==> src/ttve_pkg.sv <==
`default_nettype none

package ttve_pkg;

    // Size limits
    localparam int MAX_MAP_SIDE  = 1024;
    localparam int MAX_TILE_SIZE = 256;

    // Field and datapath widths
    localparam int POS_W      = $clog2(MAX_MAP_SIDE);
    localparam int SIDE_W     = 11;
    localparam int TS_W       = 9;
    localparam int TILE_W     = 16;
    localparam int QUO_W      = TILE_W - 1;
    localparam int CELL_W     = 20;
    localparam int CORNER_W   = 3;
    localparam int XY_W       = 19;
    localparam int V_W        = 24;
    localparam int MAC_W      = 27;
    localparam int CFG_IDX_W  = 2;
    localparam int CFG_DATA_W = 11;
    localparam int CNT_W      = 4;

    // Sequencer lengths
    localparam int VERTS     = 6;
    localparam int DIV_STEPS = QUO_W;
    localparam int MAC_STEPS = 9;

    // Quotient bit position in a divide-step result
    localparam int DIV_Q_BIT = SIDE_W;

    typedef enum logic [1:0] {
        ST_IDLE,
        ST_DIV,
        ST_MAC,
        ST_EMIT
    } t_state;

    typedef enum logic [CFG_IDX_W-1:0] {
        CFG_MAP_WIDTH     = 2'd0,
        CFG_MAP_HEIGHT    = 2'd1,
        CFG_TILE_SIZE     = 2'd2,
        CFG_TILES_PER_ROW = 2'd3
    } t_cfg_idx;

    typedef enum logic {
        ALU_MAC,
        ALU_DIV
    } t_alu_op;

    // Multiply-add steps, one product per step
    typedef enum logic [CNT_W-1:0] {
        MAC_CELL = 4'd0,
        MAC_XL   = 4'd1,
        MAC_XR   = 4'd2,
        MAC_YT   = 4'd3,
        MAC_YB   = 4'd4,
        MAC_UL   = 4'd5,
        MAC_UR   = 4'd6,
        MAC_VT   = 4'd7,
        MAC_VB   = 4'd8
    } t_mac_step;

    typedef struct packed {
        t_alu_op             op;
        logic [TILE_W-1:0]   a;
        logic [SIDE_W-1:0]   b;
        logic [SIDE_W-1:0]   c;
    } t_alu_req;

    // Clamped geometry seen by the sequencer
    typedef struct packed {
        logic [SIDE_W-1:0] w;
        logic [SIDE_W-1:0] h;
        logic [TS_W-1:0]   ts;
        logic [SIDE_W-1:0] tpr;
    } t_geom;

endpackage

`default_nettype wire

==> src/ttve_alu.sv <==
`default_nettype none

module ttve_alu (
    input  ttve_pkg::t_alu_req          i_req,
    output logic [ttve_pkg::MAC_W-1:0]  o_res
);
    import ttve_pkg::*;

    logic [SIDE_W-1:0] trial;
    logic [SIDE_W-1:0] diff;
    logic              ge;

    // Restoring divide step: compare and subtract
    assign trial = i_req.a[SIDE_W-1:0];
    assign ge    = (trial >= i_req.b);
    assign diff  = trial - i_req.b;

    always_comb begin
        unique case (i_req.op)
            ALU_MAC: o_res = MAC_W'(i_req.a) * MAC_W'(i_req.b) + MAC_W'(i_req.c);
            ALU_DIV: o_res = MAC_W'({ge, (ge ? diff : trial)});
            default: o_res = '0;
        endcase
    end

endmodule

`default_nettype wire

==> src/ttve_ctrl.sv <==
`default_nettype none

module ttve_ctrl (
    input  logic                                i_clk,
    input  logic                                i_rst_n,
    input  ttve_pkg::t_geom                     i_geom,
    input  logic                                i_pos_clear,
    input  logic                                i_valid,
    output logic                                o_ready,
    input  logic signed [ttve_pkg::TILE_W-1:0]  i_tile_number,
    output ttve_pkg::t_alu_req                  o_alu_req,
    input  logic [ttve_pkg::MAC_W-1:0]          i_alu_res,
    output logic                                o_valid,
    input  logic                                i_ready,
    output logic [ttve_pkg::CELL_W-1:0]         o_cell_index,
    output logic [ttve_pkg::CORNER_W-1:0]       o_corner,
    output logic [ttve_pkg::XY_W-1:0]           o_pos_x,
    output logic [ttve_pkg::XY_W-1:0]           o_pos_y,
    output logic [ttve_pkg::XY_W-1:0]           o_tex_u,
    output logic [ttve_pkg::V_W-1:0]            o_tex_v,
    output logic                                o_last_vertex
);
    import ttve_pkg::*;

    t_state            r_state, n_state;
    logic [CNT_W-1:0]  r_cnt;
    logic [POS_W-1:0]  r_col, r_row;
    logic [POS_W-1:0]  r_rem;
    logic [QUO_W-1:0]  r_quo;
    logic [CELL_W-1:0] r_cell;
    logic [XY_W-1:0]   r_xl, r_xr, r_yt, r_yb, r_ul, r_ur;
    logic [V_W-1:0]    r_vt, r_vb;
    logic              r_out_valid;

    logic              accept, empty_cell, stale;
    logic              last_div, last_mac, last_emit, emit_load;
    logic              right, bottom;
    logic [POS_W-1:0]  eff_col, eff_row, base_col, base_row;
    logic [POS_W-1:0]  adv_col, adv_row;
    logic [SIDE_W-1:0] inc_col, inc_row;
    logic [SIDE_W-1:0] ts_ext;

    assign o_ready    = (r_state == ST_IDLE);
    assign accept     = i_valid && o_ready;
    assign empty_cell = i_tile_number[TILE_W-1];
    assign last_div   = (r_cnt == CNT_W'(DIV_STEPS - 1));
    assign last_mac   = (r_cnt == CNT_W'(MAC_STEPS - 1));
    assign last_emit  = (r_cnt == CNT_W'(VERTS - 1));
    assign emit_load  = (r_state == ST_EMIT) && (!r_out_valid || i_ready);
    assign ts_ext     = SIDE_W'(i_geom.ts);

    // Position out of range of the current map restarts at the origin
    assign stale   = ({1'b0, r_col} >= i_geom.w) || ({1'b0, r_row} >= i_geom.h);
    assign eff_col = stale ? '0 : r_col;
    assign eff_row = stale ? '0 : r_row;

    // Step to the next cell, row-major with wrap at the map end
    assign base_col = (r_state == ST_IDLE) ? eff_col : r_col;
    assign base_row = (r_state == ST_IDLE) ? eff_row : r_row;
    assign inc_col  = SIDE_W'(base_col) + SIDE_W'(1);
    assign inc_row  = SIDE_W'(base_row) + SIDE_W'(1);

    always_comb begin
        if (inc_col >= i_geom.w) begin
            adv_col = '0;
            adv_row = (inc_row >= i_geom.h) ? '0 : inc_row[POS_W-1:0];
        end else begin
            adv_col = inc_col[POS_W-1:0];
            adv_row = base_row;
        end
    end

    // State register
    always_ff @(posedge i_clk) begin
        if (!i_rst_n) begin
            r_state <= ST_IDLE;
        end else begin
            r_state <= n_state;
        end
    end

    // Next state
    always_comb begin
        n_state = r_state;
        unique case (r_state)
            ST_IDLE: if (accept && !empty_cell) n_state = ST_DIV;
            ST_DIV:  if (last_div) n_state = ST_MAC;
            ST_MAC:  if (last_mac) n_state = ST_EMIT;
            ST_EMIT: if (emit_load && last_emit) n_state = ST_IDLE;
            default: n_state = ST_IDLE;
        endcase
    end

    // Step counter, shared by divide, multiply and emit phases
    always_ff @(posedge i_clk) begin
        if (!i_rst_n) begin
            r_cnt <= '0;
        end else if (r_state != n_state) begin
            r_cnt <= '0;
        end else if ((r_state == ST_DIV) || (r_state == ST_MAC) || emit_load) begin
            r_cnt <= r_cnt + CNT_W'(1);
        end
    end

    // Cell position
    always_ff @(posedge i_clk) begin
        if (!i_rst_n || i_pos_clear) begin
            r_col <= '0;
            r_row <= '0;
        end else if (accept) begin
            r_col <= empty_cell ? adv_col : eff_col;
            r_row <= empty_cell ? adv_row : eff_row;
        end else if (emit_load && last_emit) begin
            r_col <= adv_col;
            r_row <= adv_row;
        end
    end

    // Shared unit operand selection
    always_comb begin
        o_alu_req.op = ALU_MAC;
        o_alu_req.a  = '0;
        o_alu_req.b  = '0;
        o_alu_req.c  = '0;
        if (r_state == ST_DIV) begin
            o_alu_req.op = ALU_DIV;
            o_alu_req.a  = TILE_W'({r_rem, r_quo[QUO_W-1]});
            o_alu_req.b  = i_geom.tpr;
        end else begin
            case (t_mac_step'(r_cnt))
                MAC_CELL: begin
                    o_alu_req.a = TILE_W'(r_row);
                    o_alu_req.b = i_geom.w;
                    o_alu_req.c = SIDE_W'(r_col);
                end
                MAC_XL, MAC_XR: begin
                    o_alu_req.a = TILE_W'(r_col);
                    o_alu_req.b = ts_ext;
                    o_alu_req.c = (t_mac_step'(r_cnt) == MAC_XR) ? ts_ext : '0;
                end
                MAC_YT, MAC_YB: begin
                    o_alu_req.a = TILE_W'(r_row);
                    o_alu_req.b = ts_ext;
                    o_alu_req.c = (t_mac_step'(r_cnt) == MAC_YB) ? ts_ext : '0;
                end
                MAC_UL, MAC_UR: begin
                    o_alu_req.a = TILE_W'(r_rem);
                    o_alu_req.b = ts_ext;
                    o_alu_req.c = (t_mac_step'(r_cnt) == MAC_UR) ? ts_ext : '0;
                end
                MAC_VT, MAC_VB: begin
                    o_alu_req.a = TILE_W'(r_quo);
                    o_alu_req.b = ts_ext;
                    o_alu_req.c = (t_mac_step'(r_cnt) == MAC_VB) ? ts_ext : '0;
                end
                default: o_alu_req.a = '0;
            endcase
        end
    end

    // Divider: dividend shifts out at the top, quotient bits shift in below
    always_ff @(posedge i_clk) begin
        if (accept) begin
            r_quo <= i_tile_number[QUO_W-1:0];
            r_rem <= '0;
        end else if (r_state == ST_DIV) begin
            r_quo <= {r_quo[QUO_W-2:0], i_alu_res[DIV_Q_BIT]};
            r_rem <= i_alu_res[POS_W-1:0];
        end
    end

    // Products land in their own registers
    always_ff @(posedge i_clk) begin
        if (r_state == ST_MAC) begin
            case (t_mac_step'(r_cnt))
                MAC_CELL: r_cell <= i_alu_res[CELL_W-1:0];
                MAC_XL:   r_xl   <= i_alu_res[XY_W-1:0];
                MAC_XR:   r_xr   <= i_alu_res[XY_W-1:0];
                MAC_YT:   r_yt   <= i_alu_res[XY_W-1:0];
                MAC_YB:   r_yb   <= i_alu_res[XY_W-1:0];
                MAC_UL:   r_ul   <= i_alu_res[XY_W-1:0];
                MAC_UR:   r_ur   <= i_alu_res[XY_W-1:0];
                MAC_VT:   r_vt   <= i_alu_res[V_W-1:0];
                MAC_VB:   r_vb   <= i_alu_res[V_W-1:0];
                default:  r_cell <= r_cell;
            endcase
        end
    end

    // Corner order: TL, TR, BL, TR, BR, BL
    assign right  = (r_cnt == CNT_W'(1)) || (r_cnt == CNT_W'(3)) || (r_cnt == CNT_W'(4));
    assign bottom = (r_cnt == CNT_W'(2)) || (r_cnt == CNT_W'(4)) || (r_cnt == CNT_W'(5));

    // Output register
    always_ff @(posedge i_clk) begin
        if (!i_rst_n) begin
            r_out_valid <= 1'b0;
        end else if (emit_load) begin
            r_out_valid <= 1'b1;
        end else if (i_ready) begin
            r_out_valid <= 1'b0;
        end
    end

    always_ff @(posedge i_clk) begin
        if (emit_load) begin
            o_cell_index  <= r_cell;
            o_corner      <= r_cnt[CORNER_W-1:0];
            o_pos_x       <= right  ? r_xr : r_xl;
            o_pos_y       <= bottom ? r_yb : r_yt;
            o_tex_u       <= right  ? r_ur : r_ul;
            o_tex_v       <= bottom ? r_vb : r_vt;
            o_last_vertex <= last_emit;
        end
    end

    assign o_valid = r_out_valid;

endmodule

`default_nettype wire

==> src/tile_to_triangle_vertex_expander.sv <==
`default_nettype none

// Tile-to-triangle vertex expander. Takes one signed tile number per map cell
// in row-major order and, for a non-negative tile, returns six vertices (two
// triangles: TL, TR, BL, TR, BR, BL) carrying screen position, tileset texture
// coordinate in pixels, cell index and a last flag on the sixth. A negative
// tile produces nothing but still advances the cell; the position wraps at the
// end of the map and returns to the origin on any map width or height write.
// Zero registers read as 1; oversized ones saturate. Divides and multiply-adds
// run through one shared unit: 15 restoring divide steps split the tile number
// by tiles per row, then 9 multiply-add steps form the cell index and edge
// coordinates, then the six vertices leave through an output register. A
// non-negative tile keeps ready low until its last vertex is loaded, which
// output back-pressure can delay; a negative tile leaves ready high. The user
// must write configuration only while idle; the block does not enforce it.

module tile_to_triangle_vertex_expander (
    input  logic                                   i_clk,
    input  logic                                   i_rst_n,
    input  logic                                   i_valid,
    output logic                                   o_ready,
    input  logic signed [ttve_pkg::TILE_W-1:0]     i_tile_number,
    output logic                                   o_valid,
    input  logic                                   i_ready,
    output logic [ttve_pkg::CELL_W-1:0]            o_cell_index,
    output logic [ttve_pkg::CORNER_W-1:0]          o_corner,
    output logic [ttve_pkg::XY_W-1:0]              o_pos_x,
    output logic [ttve_pkg::XY_W-1:0]              o_pos_y,
    output logic [ttve_pkg::XY_W-1:0]              o_tex_u,
    output logic [ttve_pkg::V_W-1:0]               o_tex_v,
    output logic                                   o_last_vertex,
    input  logic                                   i_cfg_we,
    input  logic [ttve_pkg::CFG_IDX_W-1:0]         i_cfg_index,
    input  logic [ttve_pkg::CFG_DATA_W-1:0]        i_cfg_data
);
    import ttve_pkg::*;

    logic [SIDE_W-1:0] r_map_width, r_map_height, r_tiles_per_row;
    logic [TS_W-1:0]   r_tile_size;
    t_geom             geom;
    logic              pos_clear;
    t_alu_req          alu_req;
    logic [MAC_W-1:0]  alu_res;

    function automatic logic [SIDE_W-1:0] clamp_side(input logic [SIDE_W-1:0] v);
        if (v == '0) begin
            clamp_side = SIDE_W'(1);
        end else if (v > SIDE_W'(MAX_MAP_SIDE)) begin
            clamp_side = SIDE_W'(MAX_MAP_SIDE);
        end else begin
            clamp_side = v;
        end
    endfunction

    function automatic logic [TS_W-1:0] clamp_ts(input logic [TS_W-1:0] v);
        if (v == '0) begin
            clamp_ts = TS_W'(1);
        end else if (v > TS_W'(MAX_TILE_SIZE)) begin
            clamp_ts = TS_W'(MAX_TILE_SIZE);
        end else begin
            clamp_ts = v;
        end
    endfunction

    // Configuration registers
    always_ff @(posedge i_clk) begin
        if (!i_rst_n) begin
            r_map_width     <= SIDE_W'(1);
            r_map_height    <= SIDE_W'(1);
            r_tile_size     <= TS_W'(16);
            r_tiles_per_row <= SIDE_W'(1);
        end else if (i_cfg_we) begin
            unique case (t_cfg_idx'(i_cfg_index))
                CFG_MAP_WIDTH:     r_map_width     <= i_cfg_data;
                CFG_MAP_HEIGHT:    r_map_height    <= i_cfg_data;
                CFG_TILE_SIZE:     r_tile_size     <= i_cfg_data[TS_W-1:0];
                CFG_TILES_PER_ROW: r_tiles_per_row <= i_cfg_data;
                default:           r_map_width     <= r_map_width;
            endcase
        end
    end

    // A map resize sends the position back to the origin
    assign pos_clear = i_cfg_we &&
        ((t_cfg_idx'(i_cfg_index) == CFG_MAP_WIDTH) ||
         (t_cfg_idx'(i_cfg_index) == CFG_MAP_HEIGHT));

    assign geom.w   = clamp_side(r_map_width);
    assign geom.h   = clamp_side(r_map_height);
    assign geom.ts  = clamp_ts(r_tile_size);
    assign geom.tpr = clamp_side(r_tiles_per_row);

    ttve_alu u_alu (
        .i_req (alu_req),
        .o_res (alu_res)
    );

    ttve_ctrl u_ctrl (
        .i_clk         (i_clk),
        .i_rst_n       (i_rst_n),
        .i_geom        (geom),
        .i_pos_clear   (pos_clear),
        .i_valid       (i_valid),
        .o_ready       (o_ready),
        .i_tile_number (i_tile_number),
        .o_alu_req     (alu_req),
        .i_alu_res     (alu_res),
        .o_valid       (o_valid),
        .i_ready       (i_ready),
        .o_cell_index  (o_cell_index),
        .o_corner      (o_corner),
        .o_pos_x       (o_pos_x),
        .o_pos_y       (o_pos_y),
        .o_tex_u       (o_tex_u),
        .o_tex_v       (o_tex_v),
        .o_last_vertex (o_last_vertex)
    );

endmodule

`default_nettype wire

==> config.mk <==
export PLATFORM = sky130hd
export DESIGN_NAME = tile_to_triangle_vertex_expander
export DESIGN_NICKNAME = d
export VERILOG_FILES = /design/src/ttve_pkg.sv /design/src/ttve_alu.sv /design/src/ttve_ctrl.sv /design/src/tile_to_triangle_vertex_expander.sv
export SDC_FILE = /design/constraint.sdc
export NUM_CORES = 1
export LEC_CHECK = 0
export BUFFER_PORTS_ARGS = -buffer_cell sky130_fd_sc_hd__buf_2
export CORE_MARGIN = 2
export CORE_UTILIZATION = 38
export CTS_CLUSTER_SIZE = 24
export DETAILED_ROUTE_END_ITERATION = 7
export GPL_ROUTABILITY_DRIVEN = 0
export SLEW_MARGIN = 20
export SYNTH_ARGS = -nofsm -noshare
export SYNTH_HDL_FRONTEND = slang
export SYNTH_HIERARCHICAL = 1
export SYNTH_SLANG_ARGS = --single-unit
export TNS_END_PERCENT = 1
==> constraint.sdc <==
create_clock -name i_clk -period 7.6 [get_ports i_clk]
set_input_delay 1.14 -clock i_clk [delete_from_list [all_inputs] [get_ports i_clk]]
set_output_delay 1.14 -clock i_clk [all_outputs]
set_load 0.005 [all_outputs]
Word-level counts from Yosys, hierarchy flattened. Index checks and enable logic that the tools add are counted.

Input port bits: 34. Word-level logic and storage cells: 152. Latch bits: 0. Memory bits (read-only): 0. RAM bits: 0. Register bits: 381. Memories kept: 0.

Mux-type cells: 45. $add $sub $neg: 5. Div/mod/pow operators: 0. $lt $le $gt $ge: 9. Bitwise gates (word level): 2. Multipliers: 1. Equality and inequality tests: 16. Shifts and indexed selects: 0. Reductions and logical operators: 47.

Operators by type and width (number): 10-bit 2-to-1 mux (13); 22-bit case mux with 5 select lines (1); 11-bit 2-to-1 mux (8); 15-bit case mux with 4 select lines (1); 19-bit 2-to-1 mux (3); 9-bit 2-to-1 mux (6); 24-bit case mux with 2 select lines (1); 11-bit >= comparator (3); 11-bit > comparator (second input constant) (3); 11-bit zero test (3); 15-bit 2-to-1 mux (2); 26-bit 2-to-1 mux (1); 2-bit AND reduction (13); 24-bit by 11-bit adder with 24-bit output (1); 16-bit by 11-bit multiplier with 24-bit output (1); 24-bit 2-to-1 mux (1); 10-bit by 1-bit adder with 11-bit output (second input constant) (2); 10-bit by 11-bit >= comparator with 1-bit output (2); 4-bit by 3-bit == test with 1-bit output (second input constant) (4); 11-bit subtractor (1); 1-bit logical OR (10); 2-bit OR reduction (5); 9-bit > comparator (second input constant) (1); 9-bit zero test (1); other kinds (17) (38).

Longest topological paths before layout.
Word-level depth: 13. Depth in mapped cells: 29. Depth with buffers taken out: 27.

Hierarchy. Netlist, hierarchy kept.

Modules (own cells, without submodules): ttve_ctrl (seq. area each 9809.4 um^2, area an instance 14186.1 um^2, cells an instance 981, instances 1); ttve_alu (seq. area each 0.0 um^2, area an instance 7156.9 um^2, cells an instance 895, instances 1); tile_to_triangle_vertex_expander (seq. area each 840.8 um^2, area an instance 1941.9 um^2, cells an instance 213, instances 1).

Least setup slack after synthesis. Ideal clock, no wire load.

Path kind: reg-to-reg. From: register u_ctrl.r_cnt[0]. To: register u_ctrl.r_vb[23] (data pin). Stages on the path, launching flop included: 25. Period minus slack after synthesis: 6983 ps. Path buffers: 1. Arrival: 6717 ps. Slack: 617 ps. Path through: dfxtp_1 -> inv_1 -> ha_1 -> a2111oi_0 -> o21ai_1 -> o21bai_2 -> o21ai_0 -> clkbuf_1 -> and2_1 -> fa_1 -> inv_1 -> fa_1 -> inv_1 -> fa_1 -> fa_1 -> inv_1 -> fa_1 -> inv_1 -> ha_1 -> a21o_1 -> a21oi_1 -> o21ai_1 -> a221o_1 -> a211oi_2 -> mux2_1.

RTL lines: from (decl) (line ttve_ctrl.sv:26) `logic [CNT_W-1:0] r_cnt;`; from (signal assigned) (line ttve_ctrl.sv:101) `r_cnt <= r_cnt + CNT_W'(1);`; to (signal assigned) (line ttve_ctrl.sv:184) `MAC_VB: r_vb <= i_alu_res[V_W-1:0];`; to (decl) (line ttve_ctrl.sv:32) `logic [V_W-1:0] r_vt, r_vb;`.

==> qor.yml <==
die:
  die_h_um: 250
  die_x_um: 250
  core-area_mm2: 0.0600
  io_pins: 141
  dieArea_mm2: 0.0623
  start_util_pct: 38.2
  std_cell_rows: 90
clocking:
  cts_sinks: 381
  cts_tree: "yes"
  ctsHoldBuffers: 0
  cts_setup_buffers: 0
  cts_buffers: 40
  clk_pin_slew_ns: 0.06
  clockBufferDepth: 3
  h-tree-depth: 2
  clk_latency_ns: 0.57
  root_buffer: "clkbuf_16"
cells_and_area:
  stdcell_area_mm2: 0.0260
  synthToLayoutAreaGrowth_pct: 13.5
  layout-drive-gt1-share_pct: 16.8
  insertedDiodeCount: 0
  instances_no_fill: 2994
  final_core_util_pct: 43.4
  n_fill_cell: 5562
  finalNetCount: 2485
setup_path:
  path_delay_family: "adder cells"
  slowest_stage: "fa_1"
  slowest_delay_ns: 0.54
  crit_top_cell: "fa_1"
  end_kind: "flip-flop"
  worstSetupPathType: "reg -> reg"
  worstPathCellList: "inv_1 -> ha_1 -> buf_4 -> o21a_1 -> a22o_1 -> a221oi_1 -> o21ai_2 -> inv_1 -> nor2_1 -> fa_1 -> fa_1 -> fa_1 -> fa_1 -> inv_1 -> fa_1 -> inv_1 -> ha_1 -> and4_1 -> and2_1 -> a221o_1 -> a211oi_2 -> mux2_1"
  worstSetupStartpointType: "flip-flop"
  cp_data_arrival_time_ns: 7.55
  crit_required_ns: 7.89
  cp.buffers_inverters: 5
  cp_max_fo: 10
detailed_routing:
  drc: 0
  wl_per_cell_um: 18.4
  drt.antenna.violating_nets: 0
  drt_pass1_iterations: 7
  totalWireLength_um: 55000
  post_drt_via_cell_ratio: 5.10
  dr.first_iter.drc_count: 1095
  vias: 15300
sta:
  finalSetupTns_ns: 0
  max_freq_ghz: 0.138
  hold_viol: 0
  setup_viol_count_final: 0
  min_period_ns: 7.26
  fin_ws_ns: 0.336
  tightest_slew_ns: 1.00
  fin_worst_skew_ns: 0.0304
  period_share_pct: 95.6
  slew_violations: 0
  rsz0062_at_grt: "false"
  hold-worst-slack_ns: 0.420
  slew_headroom_pct: 33.0
global_route:
  track_usage_pct: 17.9
  grt_pass1_vias: 15500
  grt_max_degree: 71
  grt_pass1_wl_um: 88000
  overflow: 0
  antenna_found_initial: 0
power_and_ir_drop:
  p_comb_share_pct: 24.8
  p_leak_nw: 10.5
  clockPowerShare_pct: 31.7
  p_int_mw: 4.24
  p_per_area_mw_per_mm2: 237
  p_total_mw: 6.18
  ir_drop_mv: 0.137
  sequentialPowerShare_pct: 43.5
  swShare_pct: 31.4
  p_sw_mw: 1.94
worst_hold_path:
  worst_hold_path_type: "reg -> reg"
synth:
  synth_cells: 2041
  syn_area_per_cell_um2: 11.2
  netlist_area_mm2: 0.0229
  synth_warnings: 6
placed_design:
  hpwlAfterDp_um: 40800
  pre_cts_ws_ns: -0.0174
  io_buffers: 140
  place_area_mm2: 0.0246
  dp_cells: 2920
flow_run:
  maxCapViolations: 0
run_status:
  status: "finished clean"
## cell type report
type	instances	area (µm²)	share of cell area [%]
Multi-Input combinational cell	1323	11100	42.6
Clock inverter	25	241	0.928
Timing Repair Buffer	186	1050	4.02
Sequential cell	381	10700	40.9
Tap cell	782	978	3.76
Inverter	248	931	3.58
Clock buffer	49	1090	4.19
## per-layer routing
| layer | vias up | track usage, % | share of wire, % |
|---|---|---|---|
| met5 | - | 0 | 0 |
| met4 | 0 | 4.85 | 2.5 |
| met3 | 77 | 2.36 | 3.9 |
| met2 | 400 | 30.0 | 48 |
| met1 | 7544 | 24.3 | 46 |
| li1 | 7236 | - | - |
## power groups by stage
stage / combinational [mW] / sequential [mW] / clock (mW)
floorplan: 1.05 / 2.68 / 0
finish: 1.53 / 2.69 / 1.96
CTS: 1.51 / 2.69 / 2.00
global placement: 1.48 / 2.72 / 0
global route: 1.69 / 2.70 / 2.09
detailed placement: 1.50 / 2.73 / 0
## repair_timing
action,CTS,global route
setup endpoints to repair,11,102
gates resized for setup,1,17
pin swaps,0,1
## flip-flops by register name, summed over array words and instances, names as in the netlist, 20 cells and up
name,flops
u_ctrl/o_tex_v,24
u_ctrl/r_vb,24
u_ctrl/r_vt,24
u_ctrl/o_cell_index,20
u_ctrl/r_cell,20
## final timing paths
kind	start	to	slack (ns)	depth (start not counted)
min	u_ctrl/r_cell[10]	u_ctrl/o_cell_index[10]	0.42	0
max	u_ctrl/r_cnt[0]	u_ctrl/r_vt[23]	0.34	22
min reg2reg	u_ctrl/r_cell[10]	u_ctrl/o_cell_index[10]	0.42	0
max reg2reg	u_ctrl/r_cnt[0]	u_ctrl/r_vt[23]	0.34	22
## cells in the final DEF (no fill, tap or decap), types with 9 or more instances in the layout
master,count
a22o_1,13
mux2_2,85
and3_1,15
a21oi_1,53
buf_4,46
o21a_1,13
buf_2,140
ha_1,134
clkbuf_16,42
dfxtp_1,79
inv_1,248
xnor2_1,18
o211ai_1,15
and2_1,68
clkinv_1,9
or3_1,10
mux2i_1,42
nor3_1,18
xor2_1,15
fa_1,136
nand2_1,259
a21boi_0,13
nand3_1,25
o21ai_0,52
edfxtp_1,302
nor2_1,94
a22oi_1,21
nor2b_1,75
Power figures use the tool's default switching activity.
